File: src/tpdd_pkg.sv
`timescale 1ns / 1ps
// ----------------------------------------------------------------------------
// tpdd_pkg: shared types and constants
// Mode codes, register indexes and fixed-point constants for the drive mixer.
// ----------------------------------------------------------------------------
package tpdd_pkg;

  typedef enum logic [1:0] {
    KIND_TURN  = 2'd0,
    KIND_WALL  = 2'd1,
    KIND_DEAD  = 2'd2,
    KIND_RESET = 2'd3
  } kind_e;

  localparam int unsigned NumRegs = 8;

  localparam logic [2:0] RegTurnKp = 3'd0;
  localparam logic [2:0] RegTurnKi = 3'd1;
  localparam logic [2:0] RegTurnKd = 3'd2;
  localparam logic [2:0] RegWallKp = 3'd3;
  localparam logic [2:0] RegWallKi = 3'd4;
  localparam logic [2:0] RegWallKd = 3'd5;
  localparam logic [2:0] RegFwdKp  = 3'd6;
  localparam logic [2:0] RegFwdKi  = 3'd7;

  localparam logic signed [15:0] FwdKd = 16'sd0;

  // Integral caps in Q12.4 units
  localparam logic signed [39:0] CapTurn = 40'sd32000;
  localparam logic signed [39:0] CapWall = 40'sd1600000;
  localparam logic signed [39:0] CapFwd  = 40'sd1600;
  localparam logic signed [39:0] IntegMin = {1'b1, 39'd0};

  localparam logic signed [7:0] ClampLim = 8'sd30;
  localparam logic [7:0]        StopPos  = 8'd90;

  // Output scale: num / 40960
  localparam logic [15:0] OutDiv = 16'd40960;

endpackage

File: src/triple_pid_differential_drive.sv
`timescale 1ns / 1ps
// ----------------------------------------------------------------------------
// triple_pid_differential_drive
// Three PID loops (heading, wall, forward) mixed into two servo commands.
// ----------------------------------------------------------------------------
// A turn item runs the heading loop only, a dead-reckoning item the heading
// and wall loops, and a wall-follow item all three; a reset item clears the
// integrals and goes straight to the mix. Each loop that runs loads the
// error, updates the integral, does three multiply-accumulate steps on the
// one shared 40x16 multiplier, then scales, truncates and clamps. The mix
// follows the last loop. The scale by 1/40960 is a shift by 13 and a division
// by five done with a reciprocal multiply, in the same cycle as the clamp.
// in_stall_o stays high from acceptance until the result is loaded into the
// output register. The mix step holds while the previous result still waits
// there, so a stalled receiver lengthens the item by the length of the stall.
// The next item can be accepted in the cycle after the load. Configuration
// writes go straight into the gain registers and must only happen while the block is idle.
module triple_pid_differential_drive import tpdd_pkg::*; (
  input  logic               clk_i,
  input  logic               rst_ni,
  // configuration
  input  logic               cfg_we_i,
  input  logic [2:0]         cfg_index_i,
  input  logic [15:0]        cfg_data_i,
  // input channel
  input  logic               in_valid_i,
  output logic               in_stall_o,
  input  logic [1:0]         kind_i,
  input  logic signed [15:0] set_angle_i,
  input  logic signed [15:0] cur_angle_i,
  input  logic signed [15:0] set_dist_i,
  input  logic signed [15:0] cur_dist_i,
  input  logic signed [15:0] set_wall_dist_i,
  input  logic signed [15:0] cur_wall_dist_i,
  input  logic               direction_i,
  // output channel
  output logic               out_valid_o,
  input  logic               out_stall_i,
  output logic [7:0]         right_drive_o,
  output logic [7:0]         left_drive_o
);

  typedef enum logic [3:0] {
    S_IDLE, S_LOAD, S_INTEG, S_MUL_P, S_MUL_I, S_MUL_D, S_FIN, S_MIX, S_DONE
  } state_e;

  // Loop selector: 0 turn, 1 wall, 2 fwd
  localparam logic [1:0] LoopTurn = 2'd0;
  localparam logic [1:0] LoopWall = 2'd1;
  localparam logic [1:0] LoopFwd  = 2'd2;

  logic signed [15:0] regs_q [NumRegs];
  logic signed [39:0] integ_q [3];
  logic signed [16:0] prev_q  [3];

  state_e             state_q;
  logic [1:0]         kind_q;
  logic               dir_q;
  logic signed [15:0] set_q [3];
  logic signed [15:0] cur_q [3];
  logic [1:0]         loop_q;
  logic signed [16:0] err_q;
  logic signed [17:0] de_q;
  // num fits: |10*kp*e| < 2^37, |10*ki*I| < 2^58, |kd*de| < 2^33
  logic signed [59:0] acc_q;
  // magnitude and sign of the numerator
  logic [58:0]        dvd_q;
  logic               neg_q;
  logic signed [7:0]  tout_q, wout_q, fout_q;
  logic               out_valid_q;
  logic [7:0]         right_q, left_q;

  // ---- shared multiplier operands ----
  logic signed [39:0] mul_a;
  logic signed [15:0] mul_b;
  logic signed [55:0] mul_p;
  logic signed [15:0] kp, ki, kd;
  logic signed [39:0] cap;
  logic               add_neg;
  logic signed [16:0] err_w;
  logic signed [40:0] integ_sum;
  logic signed [39:0] integ_new;

  always_comb begin
    unique case (loop_q)
      LoopTurn: begin
        kp = regs_q[RegTurnKp]; ki = regs_q[RegTurnKi]; kd = regs_q[RegTurnKd];
        cap = CapTurn; add_neg = 1'b1;
      end
      LoopWall: begin
        kp = regs_q[RegWallKp]; ki = regs_q[RegWallKi]; kd = regs_q[RegWallKd];
        cap = CapWall; add_neg = 1'b0;
      end
      default: begin
        kp = regs_q[RegFwdKp]; ki = regs_q[RegFwdKi]; kd = FwdKd;
        cap = CapFwd; add_neg = 1'b0;
      end
    endcase
  end

  always_comb begin
    unique case (state_q)
      S_MUL_P: begin mul_a = 40'(err_q);     mul_b = kp; end
      S_MUL_I: begin mul_a = integ_q[loop_q]; mul_b = ki; end
      S_MUL_D: begin mul_a = 40'(de_q);      mul_b = kd; end
      default: begin mul_a = '0;             mul_b = '0; end
    endcase
    mul_p = mul_a * mul_b;
  end

  assign err_w     = 17'(set_q[loop_q]) - 17'(cur_q[loop_q]);
  assign integ_sum = 41'(integ_q[loop_q]) + 41'(err_q) * 41'sd10;
  assign integ_new = (integ_sum < 41'(IntegMin)) ? IntegMin : integ_sum[39:0];

  // Truncate |num| / 40960 as (|num| >> 13) / 5; divide by five with a
  // reciprocal multiply, and clamp anything from 155 up straight to 30.
  logic [45:0]       q_hi;
  logic [15:0]       q_rcp;
  logic [4:0]        q_mag;
  logic signed [7:0] q_clamped;
  always_comb begin
    q_hi      = dvd_q[58:13];
    q_rcp     = 16'(q_hi[7:0]) * 16'd205;
    q_mag     = (q_hi >= 46'd155) ? 5'(ClampLim) : q_rcp[14:10];
    q_clamped = neg_q ? -8'(q_mag) : 8'(q_mag);
  end

  logic signed [9:0] spd, rsum, lsum;
  assign spd  = (kind_q == KIND_WALL) ? 10'(fout_q)
              : (dir_q ? -10'(ClampLim) : 10'(ClampLim));
  assign rsum = 10'(StopPos) - spd + 10'(tout_q) + 10'(wout_q);
  assign lsum = 10'(StopPos) + spd + 10'(tout_q) + 10'(wout_q);

  logic in_acc, out_acc;
  assign in_acc  = in_valid_i && !in_stall_o;
  assign out_acc = out_valid_q && !out_stall_i;
  assign in_stall_o = (state_q != S_IDLE);

  // configuration writes
  always_ff @(posedge clk_i or negedge rst_ni) begin
    if (!rst_ni) begin
      for (int i = 0; i < NumRegs; i++) regs_q[i] <= '0;
    end else if (cfg_we_i) begin
      regs_q[cfg_index_i] <= cfg_data_i;
    end
  end

  always_ff @(posedge clk_i or negedge rst_ni) begin
    if (!rst_ni) begin
      state_q     <= S_IDLE;
      out_valid_q <= 1'b0;
      for (int i = 0; i < 3; i++) begin
        integ_q[i] <= '0;
        prev_q[i]  <= '0;
      end
      loop_q <= LoopTurn;
    end else begin
      // drop the result once taken, unless the mix step reloads it
      if (out_acc && state_q != S_MIX) out_valid_q <= 1'b0;
      unique case (state_q)
        S_IDLE: begin
          if (in_acc) begin
            kind_q   <= kind_i;
            dir_q    <= direction_i;
            set_q[0] <= set_angle_i;     cur_q[0] <= cur_angle_i;
            set_q[1] <= set_wall_dist_i; cur_q[1] <= cur_wall_dist_i;
            set_q[2] <= set_dist_i;      cur_q[2] <= cur_dist_i;
            loop_q   <= LoopTurn;
            tout_q   <= '0; wout_q <= '0; fout_q <= '0;
            if (kind_i == KIND_RESET) begin
              // clear the integrals, keep the last errors
              for (int i = 0; i < 3; i++) integ_q[i] <= '0;
              state_q <= S_MIX;
            end else begin
              state_q <= S_LOAD;
            end
          end
        end
        S_LOAD: begin
          err_q   <= err_w;
          de_q    <= 18'(err_w) - 18'(prev_q[loop_q]);
          state_q <= S_INTEG;
        end
        S_INTEG: begin
          if (integ_q[loop_q] < cap || (add_neg && err_q < 0))
            integ_q[loop_q] <= integ_new;
          prev_q[loop_q] <= err_q;
          acc_q   <= '0;
          state_q <= S_MUL_P;
        end
        S_MUL_P: begin
          acc_q   <= acc_q + 60'(mul_p) * 60'sd10;
          state_q <= S_MUL_I;
        end
        S_MUL_I: begin
          acc_q   <= acc_q + 60'(mul_p) * 60'sd10;
          state_q <= S_MUL_D;
        end
        S_MUL_D: begin
          // sign and magnitude of the full numerator
          neg_q   <= (acc_q + 60'(mul_p)) < 0;
          dvd_q   <= ((acc_q + 60'(mul_p)) < 0) ? 59'(-(acc_q + 60'(mul_p)))
                                                : 59'(acc_q + 60'(mul_p));
          state_q <= S_FIN;
        end
        S_FIN: begin
          unique case (loop_q)
            LoopTurn: tout_q <= q_clamped;
            LoopWall: wout_q <= q_clamped;
            default:  fout_q <= q_clamped;
          endcase
          // advance: turn, then fwd (wall follow only), then wall; a turn item stops after turn
          priority if (kind_q == KIND_TURN || loop_q == LoopWall) begin
            state_q <= S_MIX;
          end else if (loop_q == LoopTurn && kind_q == KIND_WALL) begin
            loop_q <= LoopFwd;  state_q <= S_LOAD;
          end else begin
            loop_q <= LoopWall; state_q <= S_LOAD;
          end
        end
        S_MIX: begin
          if (!out_valid_q || out_acc) begin
            out_valid_q <= 1'b1;
            if (kind_q == KIND_RESET) begin
              right_q <= StopPos; left_q <= StopPos;
            end else if (kind_q == KIND_TURN) begin
              right_q <= StopPos + 8'(tout_q);
              left_q  <= StopPos + 8'(tout_q);
            end else begin
              right_q <= rsum[7:0];
              left_q  <= lsum[7:0];
            end
            state_q <= S_IDLE;
          end
        end
        default: state_q <= S_IDLE;
      endcase
    end
  end

  assign out_valid_o   = out_valid_q;
  assign right_drive_o = right_q;
  assign left_drive_o  = left_q;

  // ---- assertions ----
  a_no_accept_busy: assert property (@(posedge clk_i) disable iff (!rst_ni)
    (state_q != S_IDLE) |-> in_stall_o) else $error("accepted while busy");
  a_out_hold: assert property (@(posedge clk_i) disable iff (!rst_ni)
    (out_valid_o && out_stall_i) |=> (out_valid_o && $stable(right_drive_o)))
    else $error("result dropped while stalled");
  a_clamp: assert property (@(posedge clk_i) disable iff (!rst_ni)
    (state_q == S_MIX) |-> (tout_q <= ClampLim && tout_q >= -ClampLim))
    else $error("loop output out of range");

endmodule
File: config.mk
export PLATFORM = sky130hd
export DESIGN_NAME = triple_pid_differential_drive
export DESIGN_NICKNAME = d
export VERILOG_FILES = /design/src/tpdd_pkg.sv /design/src/triple_pid_differential_drive.sv
export SDC_FILE = /design/constraint.sdc
export NUM_CORES = 2
export LEC_CHECK = 0
export BUFFER_PORTS_ARGS = -buffer_cell sky130_fd_sc_hd__buf_2
export CAP_MARGIN = 20
export CORE_ASPECT_RATIO = 1.1
export CORE_UTILIZATION = 30
export DETAILED_ROUTE_END_ITERATION = 6
export HOLD_SLACK_MARGIN = 0.03
export SLEW_MARGIN = 20
export SYNTH_ARGS = -nofsm -noshare
export SYNTH_HDL_FRONTEND = slang
export SYNTH_SLANG_ARGS = --single-unit
File: constraint.sdc
create_clock -name clk_i -period 18.3 [get_ports clk_i]
set_input_delay 0.915 -clock clk_i [delete_from_list [all_inputs] [get_ports clk_i]]
set_output_delay 0.915 -clock clk_i [all_outputs]
set_load 0.03 [all_outputs]
**Yosys cells after proc, flatten, opt, wreduce, memory -nomap -nowiden**

Memories as Yosys holds them, arrays and structs flattened.
Cells that the tools add are included.

- Register bits after elaboration: 504
- RAM bits: 96
- Bits of input ports: 123
- Output and inout bits: 18
- Word-level logic and storage cells: 171
- Memories kept: 2

Memory list:

| name | words | bits a word | read ports | clocked after memory_dff | write ports | line | source |
|---|---|---|---|---|---|---|---|
| cur_q | 3 | 16 | 1 | 0 | 3 | triple_pid_differential_drive.sv:60 | `logic signed [15:0] cur_q [3];` |
| set_q | 3 | 16 | 1 | 0 | 3 | triple_pid_differential_drive.sv:59 | `logic signed [15:0] set_q [3];` |

- $add $sub $neg: 14
- Multiply operators: 4
- Magnitude comparators: 9
- Equal/unequal tests: 20
- Multiplexer cells: 57
- Bitwise gates (word level): 2
- Reduce and logical (&&, ||, !) cells: 34

Operators by type and width:

| operator | number |
|---|---|
| $mux 120 | 3 |
| $pmux 120 s2 | 1 |
| $mux 40 | 4 |
| $bwmux 128 | 1 |
| $bwmux 120 | 1 |
| $pmux 40 s3 | 1 |
| $pmux 60 s2 | 1 |
| $pmux 16 s2 | 3 |
| $bmux 40 s2 | 1 |
| $demux 40 s2 | 1 |
| $mux 8 | 9 |
| $add 60x56->60 | 1 |
| $add 60x60->60 | 1 |
| $lt 60x1->1 const B | 1 |
| $mul 56x4->59 const B | 1 |
| $mux 59 | 1 |
| $neg 59->59 | 1 |
| $mul 40x16->56 | 1 |
| $bwmux 51 | 1 |
| $mux 17 | 3 |
| $demux 16 s3 | 1 |
| $pmux 16 s3 | 1 |
| $pmux 8 s2 | 3 |
| $ge 46x8->1 const B | 1 |
| 47 further kinds | 97 |

**Depth between registers and ports, before layout**

- Depth in word-level cells: 10
- Depth in mapped cells: 62
- Depth with buffers taken out: 57

**Worst setup path after synthesis**

Ideal clock, no wire load.

- Kind: flip-flop to flip-flop
- From: reg loop_q[0]
- To: reg acc_q[56] (data pin)
- Setup time: 0.261 ns
- Data arrival time: 13.215 ns
- Data required time: 18.039 ns
- Setup slack: 4.825 ns
- Cell stages (with the launch flop): 59
- Path buffers: 6
- Period minus slack after synthesis: 13.475 ns
- Cell sequence: dfrtp_1 > buf_2 > buf_4 > buf_2 > buf_1 > clkbuf_1 > mux2_2 > a21oi_1 > clkbuf_1 > nor2_1 > fa_1 > fa_1 > fa_1 > inv_1 > fa_1 > inv_1 > fa_1 > inv_1 > [... 23 more ...] > nor2_1 > nor2_1 > a21o_1 > a21oi_1 > xnor2_1 > ha_1 > nand2_1 > nor2_1 > nand2_1 > o21ai_0 > o211ai_1 > nand2_1 > a41oi_1 > a41oi_1 > a211o_1 > a21o_1 > a31o_2 > mux2i_1

- Word-level cells in the longest chain between the ends: 9
- Elaborated cells between the ends (all ways): 15
- Classes of those cells: add/sub: 1; mul: 2; eq/ne: 1; mux: 9; bitwise: 1; reduce/logical: 1

RTL lines:

| element | line | source |
|---|---|---|
| start, declared | triple_pid_differential_drive.sv:61 | `logic [1:0] loop_q;` |
| start signal, assigned | triple_pid_differential_drive.sv:156 | `loop_q <= LoopTurn;` |
| start signal, assigned | triple_pid_differential_drive.sv:168 | `loop_q <= LoopTurn;` |
| $not 2->3 (implied by the code) | triple_pid_differential_drive.sv:104 | `S_MUL_I: begin mul_a = integ_q[loop_q]; mul_b = ki; end` |
| $bmux 40 s2 | triple_pid_differential_drive.sv:104 |  |
| $mux 40 (implied by the code) (2 in a row) | triple_pid_differential_drive.sv:104 |  |
| $pmux 40 s3 | triple_pid_differential_drive.sv:102 | `unique case (state_q)` |
| $mul 40x16->56 (*) | triple_pid_differential_drive.sv:108 | `mul_p = mul_a * mul_b;` |
| $mul 56x4->59 (*) | triple_pid_differential_drive.sv:192, triple_pid_differential_drive.sv:196 |  |
| $add 60x60->60 (*) | triple_pid_differential_drive.sv:192, triple_pid_differential_drive.sv:196 |  |
| $pmux 60 s2 (*) | triple_pid_differential_drive.sv:160 | `unique case (state_q)` |
| end signal, assigned | triple_pid_differential_drive.sv:192 | `acc_q <= acc_q + 60'(mul_p) * 60'sd10;` |
| end signal, assigned | triple_pid_differential_drive.sv:196 | `acc_q <= acc_q + 60'(mul_p) * 60'sd10;` |
| end, declared | triple_pid_differential_drive.sv:65 | `logic signed [59:0] acc_q;` |

Mark *: on every way between the ends. The rest lies on a longest branch, timed or not. The select of a mux whose other input is x is not followed.
A chain may end at the register's enable or synchronous reset.

**Worst setup path after layout**

- From: reg state_q[0]
- To: reg acc_q[57] (data pin)

- Word-level cells in the longest chain between the ends: 6
- Elaborated cells between the ends (all ways): 11
- Classes of those cells: add/sub: 1; mul: 2; eq/ne: 4; mux: 3; reduce/logical: 1

RTL lines:

| element | line | source |
|---|---|---|
| start, declared | triple_pid_differential_drive.sv:56 | `state_e state_q;` |
| start signal, assigned | triple_pid_differential_drive.sv:150 | `state_q <= S_IDLE;` |
| start signal, assigned | triple_pid_differential_drive.sv:173 | `state_q <= S_MIX;` |
| start signal, assigned | triple_pid_differential_drive.sv:175 | `state_q <= S_LOAD;` |
| $eq 4x3->1 (tied with other cells) | triple_pid_differential_drive.sv:102 |  |
| $pmux 40 s3 or $pmux 16 s3 (tied branches) | triple_pid_differential_drive.sv:102 |  |
| $mul 40x16->56 | triple_pid_differential_drive.sv:108 |  |
| $mul 56x4->59 | triple_pid_differential_drive.sv:192, triple_pid_differential_drive.sv:196 |  |
| $add 60x60->60 | triple_pid_differential_drive.sv:192, triple_pid_differential_drive.sv:196 |  |
| $pmux 60 s2 (*) | triple_pid_differential_drive.sv:160 |  |

Mark *: on every way between the ends. The rest lies on a longest branch, timed or not.

==> flow_summary.yaml <==
placement:
  total_half_perimeter_wirelength_after_legalization_and_detailed_placement_um: 134000
  buffer_ports.inserted: 140
  gp_routability_congestion: 0.906
global_route:
  first_global_vias: 50800
  global_routing_usage_summed_across_all_routing_layers_pct: 16.7
  grt_remaining_overflow: 0
  pin_count_of_the_biggest_net_entering_global_routing: 128
  grt_first_pass_wirelength_um: 282000
  grt_antenna_before_repair: 3
floorplanning:
  io_pins: 141
  floorplan.die.width_um: 438
  core_region_area_mm2: 0.207
  die_height_um: 482
  initial_core_util_pct: 30.3
  row_count: 175
  die_area_mm2: 0.211
yosys:
  syn-cell-area_mm2: 0.0627
  synth_edf_count: 279
  syn-num-nets: 7949
  synth_instances: 6660
  postSynthRegisterBits: 584
  yosys.cell_types.count: 89
  commonest_register_cell_after_synthesis: "sky130_fd_sc_hd__dfrtp_1"
  synth.yosys.seq_area_share_pct: 25.5
  async_flop_share_pct: 52.2
  synth.avg_cell_area_um2: 9.42
  synth_warnings: 0
clock_tree:
  number_of_clock_buffers_inserted_by_tritoncts: 67
  clock_sink_count: 584
  htree_num_levels: 3
  clock-root-buffer: "sky130_fd_sc_hd__clkbuf_16"
  clock_latency_on_the_worst_skew_pair_ns: 0.72
  clk_pin_slew_ns: 0.06
  post-cts-setup-buffer-count: 0
  cts_tree: "built"
  hold_buffers: 0
  cts-resized-gates: 0
  cts-root-to-sink-buffers: 3
setup_path:
  critPathBufInv: 3
  rr_startpoint: "state_q[0]"
  worstPathMaxFanout: 41
  kind_of_start_point_of_the_critical_path: "register"
  worst_r2r_path_depth: 49
  crit_slowest_cell: "sky130_fd_sc_hd__and3b_2"
  startpoint: "state_q[0]"
  timing.setup.critical_path_class: "register to register"
  timing.critical_path.arrival_ns: 16.03
  crit_path_end: "acc_q[57]"
  crit_family: "compound AO/OA/AOI/OAI gates"
  slowest_delay_ns: 0.94
  worst-r2r-setup-slack_ns: 2.71
  critical_path_required_ns: 18.74
  reg2reg_to: "acc_q[57]"
  critical_path_cell_count: 49
  endpoint_kind: "register"
sta:
  slew_worst_pin_ns: 1.16
  clock-skew-final_ns: 0.0528
  worst_slew_margin_rel_pct: 22.9
  maxClockFrequency_ghz: 0.0641
  finalCriticalPeriod_ns: 15.59
  timing.setup.tns_ns: 0
  rsz0062_at_grt: "false"
  post-route-period-util_pct: 85.2
  final_hold_viol_count: 0
  setup_violations: 0
  timing.final.max_slew_violations: 0
worst_hold_path:
  holdCritPathClass: "input pin to async pin"
cells_and_area:
  multi_input_comb_area_mm2: 0.0428
  layout_commonest_cell: "sky130_fd_sc_hd__inv_1"
  most_frequent_cells_in_the_layout: "835 x sky130_fd_sc_hd__inv_1, 741 x sky130_fd_sc_hd__nand2_1, 631 x sky130_fd_sc_hd__fa_1"
  design.final.nets: 7994
  final-seq-area_mm2: 0.0160
  fill_cells: 21200
  layout-drive-gt1-share_pct: 8.73
  area.growth.synth_to_final_pct: 10.1
drt:
  wire_length_per_cell_um: 18.2
  detailedRoute.firstPassIterationCount: 7
  drt_drc_violations_left: 8
  ant_nets: 0
  drtIter0Drc: 3058
  routed_wirelength_um: 173000
  via_per_inst: 5.07
  dr_total_vias: 48200
flow_run:
  maxCapViolCount: 0
run_status:
  failed_checks: "design-rule violations"
  status: "complete, but fails checks"
synthesized netlist by cell type, types with 100 or more instances:
cell type | count | area [um2]
sky130_fd_sc_hd__inv_1 | 835 | 3130
sky130_fd_sc_hd__nand2_1 | 742 | 2790
sky130_fd_sc_hd__fa_1 | 631 | 12600
sky130_fd_sc_hd__nor2_1 | 594 | 2230
sky130_fd_sc_hd__ha_1 | 535 | 6690
sky130_fd_sc_hd__a21oi_1 | 375 | 1880
sky130_fd_sc_hd__dfrtp_1 | 305 | 7630
sky130_fd_sc_hd__o21ai_0 | 288 | 1440
sky130_fd_sc_hd__edfxtp_1 | 279 | 8380
sky130_fd_sc_hd__xnor2_1 | 241 | 2110
sky130_fd_sc_hd__clkbuf_1 | 204 | 766
sky130_fd_sc_hd__mux2_2 | 195 | 2200
sky130_fd_sc_hd__a21o_1 | 155 | 1160
sky130_fd_sc_hd__mux2i_1 | 144 | 1440
sky130_fd_sc_hd__xor2_1 | 100 | 876
sequential cells by signal (all words and copies together) (netlist names), 18 cells and up:
signal and flops:
set_q 48, integ_q 120, dvd_q 46, regs_q 128, de_q 18, cur_q 48, prev_q 51, acc_q 59
cells by family (layout without fill, tap and decap cells):
group           after synthesis  count (layout)  synth area share (%)
simple gates               1797            1797                  12.6
compound gates             1353            1353                  14.0
other cells                   0               2                     0
xor+xnor                    341             341                  4.76
mux                         339             339                  5.80
fa+ha+maj                  1166            1166                  30.8
flops                       584             584                  25.5
buf+inv                    1080            1178                  6.51
area by class of cell:
class,count,area share [%]
Antenna cell,2,0.00725
Clock buffer,89,2.67
Clock inverter,33,0.698
Inverter,838,4.56
Multi-Input combinational cell,4996,62.0
Sequential cell,584,23.2
Tap cell,2743,4.97
Timing Repair Buffer,218,1.94
routing by layer:
layer	share of wire [%]	wire (um)	vias to the layer above	GRT usage, %
met2	50	86700	1177	29.7
met4	4.4	7640	0	7.30
met3	4.2	7310	325	1.83
met1	41	71700	24100	20.3
met5	0	0	-	0
li1	-	-	22600	-
metrics by stage:
stage          hold WS [ns]  std cells  worst slack [ns]  util (%)  instance area (um2)
6_report              0.214       9503              2.71      33.3                69100
5_1_grt               0.250       9503              1.73      33.3                69100
4_1_cts               0.194       9501              2.88      33.3                69000
3_5_place_dp          0.475       9379              2.94      32.2                66700
3_3_place_gp          0.466       9377              3.06      32.2                66700
2_1_floorplan         0.449       6660              4.82         -                62700
worst min path at each step:
stage / endpoint / cells after the start
floorplan: prev_q[50] / 2
global placement: prev_q[50] / 2
detailed placement: integ_q[8] / 1
CTS: regs_q[105] / 1
global route: regs_q[49] / 1
finish: regs_q[49] / 1
Power is left out: the tool's default activity adds up to more than one toggle a clock period on the data nets, which glitch-free logic cannot reach.
